[config.mk]
export PLATFORM = sky130hd
export DESIGN_NAME = accel_sample_orient_change_filter
export DESIGN_NICKNAME = d
export VERILOG_FILES = /design/src/hw/rtl/asocf_pkg.sv /design/src/hw/rtl/asocf_front.sv /design/src/hw/rtl/asocf_queue.sv /design/src/hw/rtl/asocf_back.sv /design/src/hw/rtl/accel_sample_orient_change_filter.sv
export SDC_FILE = /design/constraint.sdc
export NUM_CORES = 2
export LEC_CHECK = 0
export ABC_AREA = 1
export BUFFER_PORTS_ARGS = -buffer_cell sky130_fd_sc_hd__buf_2
export CAP_MARGIN = 5
export CORE_MARGIN = 3
export CORE_UTILIZATION = 55
export CTS_CLUSTER_DIAMETER = 50
export DETAILED_ROUTE_END_ITERATION = 8
export GPL_TIMING_DRIVEN = 0
export PLACE_DENSITY = 0.71
export SETUP_SLACK_MARGIN = 0.05
export SLEW_MARGIN = 20
export SYNTH_ARGS = -nofsm -noshare
export SYNTH_HDL_FRONTEND = slang
export SYNTH_SLANG_ARGS = --single-unit
[constraint.sdc]
create_clock -name clk -period 8.8 [get_ports clk]
set_input_delay 1.32 -clock clk [delete_from_list [all_inputs] [get_ports clk]]
set_output_delay 1.32 -clock clk [all_outputs]
set_load 0.01 [all_outputs]
[src/hw/rtl/asocf_pkg.sv]
// Shared types, constants and functions of the accelerometer sample orientation and change filter.
package asocf_pkg;

  localparam int unsigned SCALE_STEP = 61;
  localparam logic signed [8:0] SCALE_STEP_S = 9'(SCALE_STEP);

  localparam int unsigned RAW_W    = 16;
  localparam int unsigned SCALED_W = 22;
  localparam int unsigned AXIS_W   = 24;
  localparam int unsigned ROW_W    = 6;
  localparam int unsigned THR_W    = 16;
  localparam int unsigned CFG_IDX_W = 2;
  localparam int unsigned CFG_DATA_W = 16;
  localparam int unsigned IN_DATA_W = 56;
  localparam int unsigned OUT_DATA_W = 72;
  localparam int unsigned OUT_USER_W = 2;

  localparam logic [3:0] STATUS_READY_MASK = 4'hf;

  localparam logic [CFG_IDX_W-1:0] REG_ORIENT_ROW_X     = 2'd0;
  localparam logic [CFG_IDX_W-1:0] REG_ORIENT_ROW_Y     = 2'd1;
  localparam logic [CFG_IDX_W-1:0] REG_ORIENT_ROW_Z     = 2'd2;
  localparam logic [CFG_IDX_W-1:0] REG_CHANGE_THRESHOLD = 2'd3;

  localparam logic [ROW_W-1:0] ROW_X_RESET     = 6'd1;
  localparam logic [ROW_W-1:0] ROW_Y_RESET     = 6'd4;
  localparam logic [ROW_W-1:0] ROW_Z_RESET     = 6'd16;
  localparam logic [THR_W-1:0] THRESHOLD_RESET = 16'd10;

  localparam logic [1:0] WEIGHT_PLUS  = 2'd1;
  localparam logic [1:0] WEIGHT_MINUS = 2'd3;

  typedef struct packed {
    logic [ROW_W-1:0] row_x;
    logic [ROW_W-1:0] row_y;
    logic [ROW_W-1:0] row_z;
    logic [THR_W-1:0] threshold;
  } cfg_t;

  typedef struct packed {
    logic                       not_ready;
    logic signed [SCALED_W-1:0] x;
    logic signed [SCALED_W-1:0] y;
    logic signed [SCALED_W-1:0] z;
  } qent_t;

  typedef struct packed {
    logic  valid;
    qent_t ent;
  } q_head_t;

  function automatic logic signed [AXIS_W-1:0] weigh(logic [1:0] code,
                                                     logic signed [SCALED_W-1:0] v);
    logic signed [AXIS_W-1:0] ext;
    logic signed [AXIS_W-1:0] res;
    ext = AXIS_W'(v);
    case (code)
      WEIGHT_PLUS:  res = ext;
      WEIGHT_MINUS: res = -ext;
      default:      res = '0;
    endcase
    return res;
  endfunction

  function automatic logic signed [AXIS_W-1:0] remap_row(logic [ROW_W-1:0] row,
                                                         logic signed [SCALED_W-1:0] x,
                                                         logic signed [SCALED_W-1:0] y,
                                                         logic signed [SCALED_W-1:0] z);
    return weigh(row[1:0], x) + weigh(row[3:2], y) + weigh(row[5:4], z);
  endfunction

  function automatic logic exceeds(logic signed [AXIS_W-1:0] now_v,
                                   logic signed [AXIS_W-1:0] prev_v,
                                   logic [THR_W-1:0] thr);
    logic signed [AXIS_W:0] d;
    logic [AXIS_W:0]        mag;
    d   = (AXIS_W+1)'(now_v) - (AXIS_W+1)'(prev_v);
    mag = d[AXIS_W] ? (AXIS_W+1)'(-d) : (AXIS_W+1)'(d);
    return mag > (AXIS_W+1)'(thr);
  endfunction

endpackage

[src/hw/rtl/asocf_front.sv]
// Front part: classifies each sample word and scales its three axes.
module asocf_front (
  input  logic [asocf_pkg::IN_DATA_W-1:0] in_data,
  output asocf_pkg::qent_t                ent
);
  import asocf_pkg::*;

  logic signed [RAW_W-1:0] raw_x, raw_y, raw_z;
  logic signed [RAW_W+8:0] prod_x, prod_y, prod_z;

  assign raw_x = in_data[23:8];
  assign raw_y = in_data[39:24];
  assign raw_z = in_data[55:40];

  assign prod_x = raw_x * SCALE_STEP_S;
  assign prod_y = raw_y * SCALE_STEP_S;
  assign prod_z = raw_z * SCALE_STEP_S;

  assign ent.not_ready = (in_data[3:0] & STATUS_READY_MASK) == 4'd0;
  assign ent.x = prod_x[SCALED_W-1:0];
  assign ent.y = prod_y[SCALED_W-1:0];
  assign ent.z = prod_z[SCALED_W-1:0];

endmodule

[src/hw/rtl/asocf_queue.sv]
// Two-entry queue between the front and back parts.
module asocf_queue (
  input  logic              clk,
  input  logic              rst_n,
  input  logic              push,
  input  asocf_pkg::qent_t  push_ent,
  output logic              full,
  input  logic              pop,
  output asocf_pkg::q_head_t head
);
  import asocf_pkg::*;

  qent_t      mem_r [2];
  logic       wr_ptr_r, wr_ptr_nxt;
  logic       rd_ptr_r, rd_ptr_nxt;
  logic [1:0] count_r, count_nxt;

  assign full       = count_r == 2'd2;
  assign head.valid = count_r != 2'd0;
  assign head.ent   = mem_r[rd_ptr_r];

  always_comb begin
    wr_ptr_nxt = push ? ~wr_ptr_r : wr_ptr_r;
    rd_ptr_nxt = pop ? ~rd_ptr_r : rd_ptr_r;
    count_nxt  = count_r + 2'(push) - 2'(pop);
  end

  always_ff @(posedge clk) begin
    if (!rst_n) begin
      wr_ptr_r <= 1'b0;
      rd_ptr_r <= 1'b0;
      count_r  <= 2'd0;
    end else begin
      wr_ptr_r <= wr_ptr_nxt;
      rd_ptr_r <= rd_ptr_nxt;
      count_r  <= count_nxt;
    end
  end

  always_ff @(posedge clk) begin
    if (push) begin
      mem_r[wr_ptr_r] <= push_ent;
    end
  end

endmodule

[src/hw/rtl/asocf_back.sv]
// Back part: remaps the scaled vector, applies the change threshold and holds the result word.
module asocf_back (
  input  logic                              clk,
  input  logic                              rst_n,
  input  asocf_pkg::cfg_t                   cfg,
  input  asocf_pkg::q_head_t                head,
  output logic                              pop,
  output logic                              out_tvalid,
  input  logic                              out_tready,
  output logic [asocf_pkg::OUT_DATA_W-1:0]  out_tdata,
  output logic [asocf_pkg::OUT_USER_W-1:0]  out_tuser
);
  import asocf_pkg::*;

  logic signed [AXIS_W-1:0] ax, ay, az;
  logic signed [AXIS_W-1:0] last_x_r, last_y_r, last_z_r;
  logic                     changed, report;
  logic                     valid_r, valid_nxt;
  logic [OUT_DATA_W-1:0]    data_r;
  logic [OUT_USER_W-1:0]    user_r;

  assign ax = remap_row(cfg.row_x, head.ent.x, head.ent.y, head.ent.z);
  assign ay = remap_row(cfg.row_y, head.ent.x, head.ent.y, head.ent.z);
  assign az = remap_row(cfg.row_z, head.ent.x, head.ent.y, head.ent.z);

  assign changed = exceeds(ax, last_x_r, cfg.threshold) ||
                   exceeds(ay, last_y_r, cfg.threshold) ||
                   exceeds(az, last_z_r, cfg.threshold);

  assign pop    = head.valid && (!valid_r || out_tready);
  assign report = pop && !head.ent.not_ready && changed;

  always_comb begin
    valid_nxt = valid_r;
    if (pop) begin
      valid_nxt = 1'b1;
    end else if (out_tready) begin
      valid_nxt = 1'b0;
    end
  end

  always_ff @(posedge clk) begin
    if (!rst_n) begin
      valid_r  <= 1'b0;
      last_x_r <= '0;
      last_y_r <= '0;
      last_z_r <= '0;
    end else begin
      valid_r <= valid_nxt;
      if (report) begin
        last_x_r <= ax;
        last_y_r <= ay;
        last_z_r <= az;
      end
    end
  end

  always_ff @(posedge clk) begin
    if (pop) begin
      user_r <= {report, head.ent.not_ready};
      data_r <= report ? {az, ay, ax} : '0;
    end
  end

  assign out_tvalid = valid_r;
  assign out_tdata  = data_r;
  assign out_tuser  = user_r;

endmodule

[src/hw/rtl/accel_sample_orient_change_filter.sv]
// Top level of the accelerometer sample orientation and change filter.
//
//   port group | direction | tdata fields, lowest bit up                 | tuser
//   in_        | slave     | status, x_low, x_high, y_low, y_high, z_low, | -
//              |           | z_high                                      |
//   out_       | master    | axis_out_x, axis_out_y, axis_out_z          | not_ready,
//              |           |                                             | report_valid
//   cfg_       | write     | index 0..3: row x, row y, row z, threshold  | -
//
// A word passes through the queue to the result register: the scaling multipliers feed the queue
// at the accepting edge, and the remap and threshold compare fill the result register when the
// word is popped from the queue head.
// One word is accepted per cycle while the output flows; the two-entry queue absorbs stalls.
// Reset sets the configuration registers to their defaults, the last reported vector to zero and clears the queue.
module accel_sample_orient_change_filter (
  input  logic                                clk,
  input  logic                                rst_n,
  input  logic                                in_tvalid,
  output logic                                in_tready,
  // status_byte, x_low, x_high, y_low, y_high, z_low, z_high
  input  logic [asocf_pkg::IN_DATA_W-1:0]     in_tdata,
  output logic                                out_tvalid,
  input  logic                                out_tready,
  // axis_out_x, axis_out_y, axis_out_z
  output logic [asocf_pkg::OUT_DATA_W-1:0]    out_tdata,
  // not_ready, report_valid
  output logic [asocf_pkg::OUT_USER_W-1:0]    out_tuser,
  input  logic                                cfg_we,
  input  logic [asocf_pkg::CFG_IDX_W-1:0]     cfg_index,
  input  logic [asocf_pkg::CFG_DATA_W-1:0]    cfg_wdata
);
  import asocf_pkg::*;

  cfg_t    cfg_r;
  qent_t   front_ent;
  q_head_t head;
  logic    q_full, push, pop;

  always_ff @(posedge clk) begin
    if (!rst_n) begin
      cfg_r.row_x     <= ROW_X_RESET;
      cfg_r.row_y     <= ROW_Y_RESET;
      cfg_r.row_z     <= ROW_Z_RESET;
      cfg_r.threshold <= THRESHOLD_RESET;
    end else if (cfg_we) begin
      case (cfg_index)
        REG_ORIENT_ROW_X:     cfg_r.row_x     <= cfg_wdata[ROW_W-1:0];
        REG_ORIENT_ROW_Y:     cfg_r.row_y     <= cfg_wdata[ROW_W-1:0];
        REG_ORIENT_ROW_Z:     cfg_r.row_z     <= cfg_wdata[ROW_W-1:0];
        REG_CHANGE_THRESHOLD: cfg_r.threshold <= cfg_wdata[THR_W-1:0];
        default: ;
      endcase
    end
  end

  assign in_tready = !q_full;
  assign push      = in_tvalid && !q_full;

  asocf_front u_front (
    .in_data (in_tdata),
    .ent     (front_ent)
  );

  asocf_queue u_queue (
    .clk      (clk),
    .rst_n    (rst_n),
    .push     (push),
    .push_ent (front_ent),
    .full     (q_full),
    .pop      (pop),
    .head     (head)
  );

  asocf_back u_back (
    .clk        (clk),
    .rst_n      (rst_n),
    .cfg        (cfg_r),
    .head       (head),
    .pop        (pop),
    .out_tvalid (out_tvalid),
    .out_tready (out_tready),
    .out_tdata  (out_tdata),
    .out_tuser  (out_tuser)
  );

  a_flags_exclusive: assert property (@(posedge clk) disable iff (!rst_n)
    out_tvalid |-> !(out_tuser[0] && out_tuser[1]))
    else $error("not_ready and report_valid both set");

  a_quiet_zero: assert property (@(posedge clk) disable iff (!rst_n)
    (out_tvalid && !out_tuser[1]) |-> (out_tdata == '0))
    else $error("unreported word carries nonzero axes");

  a_ready_when_empty: assert property (@(posedge clk) disable iff (!rst_n)
    !out_tvalid |-> in_tready)
    else $error("queue full while the output register is empty");

  a_pop_has_head: assert property (@(posedge clk) disable iff (!rst_n)
    pop |-> head.valid)
    else $error("queue popped while empty");

endmodule
==> flow_metrics.env <==
export IMPL_run_status="finished, violations left"
export IMPL_violations="setup timing"
export IMPL_htree_levels=2
export IMPL_place_inst=6051
export IMPL_drc=0
export IMPL_vias_per_cell=5.52
export IMPL_antenna_found_initial=0
export IMPL_worst_skew_pair_late_latency_ns=0.61
export IMPL_crit_buf_inv=10
export IMPL_area_growth_syn_to_layout_pct=21.5
export IMPL_synth_seq_cells=320
export IMPL_startpoint_type="flip-flop"
export IMPL_maxCapViolations=0
export IMPL_stdcell_count=6269
export IMPL_drtAntennaViolNets=0
export IMPL_fin_crit_sh=1.04
export IMPL_initial_core_util=0.561
export IMPL_cp_arrival_ns=9.50
export IMPL_cp_end_kind="flip-flop"
export IMPL_drive_above_1_share=0.205
export IMPL_clockRootBuffer="clkbuf_16"
export IMPL_clk_pin_slew_ns=0.06
export IMPL_die_w_um=264
export IMPL_tightest_slew_ns=1.21
export IMPL_grt_start_max_net_pins=27
export IMPL_finalHoldViolCount=0
export IMPL_synthDistinctLibCells=60
export IMPL_synth_most_common_cell="inv_1"
export IMPL_core_mm2=0.0650
export IMPL_hold_slack_ns=0.460
export IMPL_clock_skew_ns=0.0389
export IMPL_cp_max_fo=8
export IMPL_setup_viol=145
export IMPL_syn_area_mm2=0.0365
export IMPL_synth_async_sr_flop_share=0
export IMPL_fin_setup_tns_ns=-43.75
export IMPL_numCtsBuffers=44
export IMPL_cts_sinks=320
export IMPL_rows=93
export IMPL_die_h_um=264
export IMPL_vias=34600
export IMPL_dr_pass1_iters=6
export IMPL_synth_edf_count=208
export IMPL_path_class="reg2reg"
export IMPL_finalWeightedCongestion=1.05
export IMPL_boundaryPins=155
export IMPL_yosys_warnings=0
export IMPL_fin_crit_ns=9.16
export IMPL_dieArea_mm2=0.0695
export IMPL_n_fill_cell=5488
export IMPL_totalWireLength_mm=115
export IMPL_synth_area_top_cells="edfxtp_1, inv_1, fa_1"
export IMPL_path_delay_family="compound AO/OA/AOI/OAI gates"
export IMPL_syn_nets=5645
export IMPL_post_drt_wl_per_cell_um=18.3
export IMPL_grt_pass1_wl_mm=175
export IMPL_hold_path_class="reg2reg"
export IMPL_maxSlewViolCount=0
export IMPL_cts_tree="done"
export IMPL_cp_slowest_cell="dfxtp_4"
export IMPL_syn_inst=5040
export IMPL_drtIter0Drc=2869
export IMPL_yosysTopAreaCell="edfxtp_1"
export IMPL_hpwl_mm=91.3
export IMPL_gr_usage_all_layers=0.317
export IMPL_ys_top_cells_by_count="inv_1, nand2_1, ha_1"
export IMPL_yosys_area_top_type_share=0.171
export IMPL_crit_path_max_incr_delay_ns=0.41
export IMPL_port_buffers=149
export IMPL_rsz0062_at_grt="yes"
export IMPL_first_global_vias=32700
export IMPL_fin_ws_ns=-0.362
export IMPL_ys_seq_area_frac=0.232
export IMPL_ys_flop_type="edfxtp_1"
export IMPL_max_freq_mhz=109
export IMPL_required_ns=9.14
export IMPL_grt_overflow_total=0
export IMPL_slew_headroom=0.190
export IMPL_fin_nets=5983
export IMPL_postSynthAreaPerCell_um2=7.24
export IMPL_cts_max_path_buffers=3
logic make-up after synthesis:
family                     synth area share
adders and majority gates             0.222
muxes                              0.000891
AOI/OAI and AO/OA                     0.128
and+or+nand+nor                       0.230
buffers and inverters                 0.137
DFF                                   0.232
xor gates and xnor gates             0.0497
flip-flops by register name (all words and copies together), names as in the netlist, named ones only:
| name | flops |
|---|---|
| u_back.last_y_r | 24 |
| u_back.last_x_r | 24 |
| u_back.out_tdata | 72 |
| u_queue.rd_ptr_r | 1 |
| u_queue.mem_r | 134 |
| u_queue.count_r | 2 |
| u_queue.wr_ptr_r | 1 |
| u_back.out_tuser | 2 |
| cfg_r | 34 |
| u_back.last_z_r | 24 |
| u_back.out_tvalid | 1 |
worst reg2reg max path, delay by kind of cell (launching register included):
family | cells | cell delay [ns]
xor gates and xnor gates | 3 | 0.61
and+or+nand+nor | 18 | 2.27
buffers and inverters | 10 | 1.26
AOI/OAI and AO/OA | 15 | 2.39
DFF | 1 | 0.41
adders and majority gates | 5 | 1.67
muxes | 1 | 0.34
routing by layer:
metal,track usage,share of wire
met1,0.412,0.41
met5,0,0
met3,0.0342,0.062
met2,0.526,0.46
met4,0.157,0.063
final timing paths:
path	from	to	slack [ns]	depth (start not counted)
worst max-delay path	flip-flop	u_back.out_tdata[54]$_SDFFCE_PN0P_	-0.36	52
worst min-delay path	u_back.last_x_r[18]$_SDFFE_PN0P_	u_back.last_x_r[18]$_SDFFE_PN0P_	0.46	2
worst max register to register	flip-flop	u_back.out_tdata[54]$_SDFFCE_PN0P_	-0.36	52
worst min register to register	u_back.last_x_r[18]$_SDFFE_PN0P_	u_back.last_x_r[18]$_SDFFE_PN0P_	0.46	2
metrics by stage:
step                utilization  area [µm²]  worst slack, ns
floorplan                     -       36500            0.791
global placement          0.589       38300            -2.00
detailed placement        0.592       38500            -2.03
CTS                       0.656       42700           -0.239
global route              0.682       44400           -0.771
finish                    0.682       44400           -0.362
repair_timing:
item | 4_1_cts | 5_1_grt
setup endpoints to repair | 145 | 145
hold buffers | 0 | 0
resized for setup | 403 | 312
buffers inserted | 74 | 51
cloned | 7 | 5
pin swaps | 81 | 168
layout make-up:
class	count	area, µm²	share of cell area
well taps	855	1070	0.0241
clock inverters	32	304	0.00685
flip-flops and latches	320	8490	0.191
diodes	1	2.50	0.0000564
clock buffers	49	1150	0.0259
repair inverters	1	8.76	0.000197
multi-input cells	3455	25900	0.585
repair buffers	290	2220	0.0501
inverters	1182	4470	0.101
plain buffers	84	719	0.0162
layout by cell type, fill, tap and decap left out, types with 53 or more instances in the layout:
cell type  count
nand4_1       63
a21oi_1      194
nand3_1      238
o22ai_1      146
nand2_1     1000
inv_1       1063
fa_1         202
inv_2        101
o21ai_0      122
o21ai_1       53
nand2_2      129
ha_1         264
a21oi_2       99
buf_2        151
dfxtp_1      111
xor2_1       131
edfxtp_1     208
nor2_1       257
buf_4        110
Power is not shown: default switching activity piles up to over one toggle a cycle in this logic, so the estimate is an artifact.
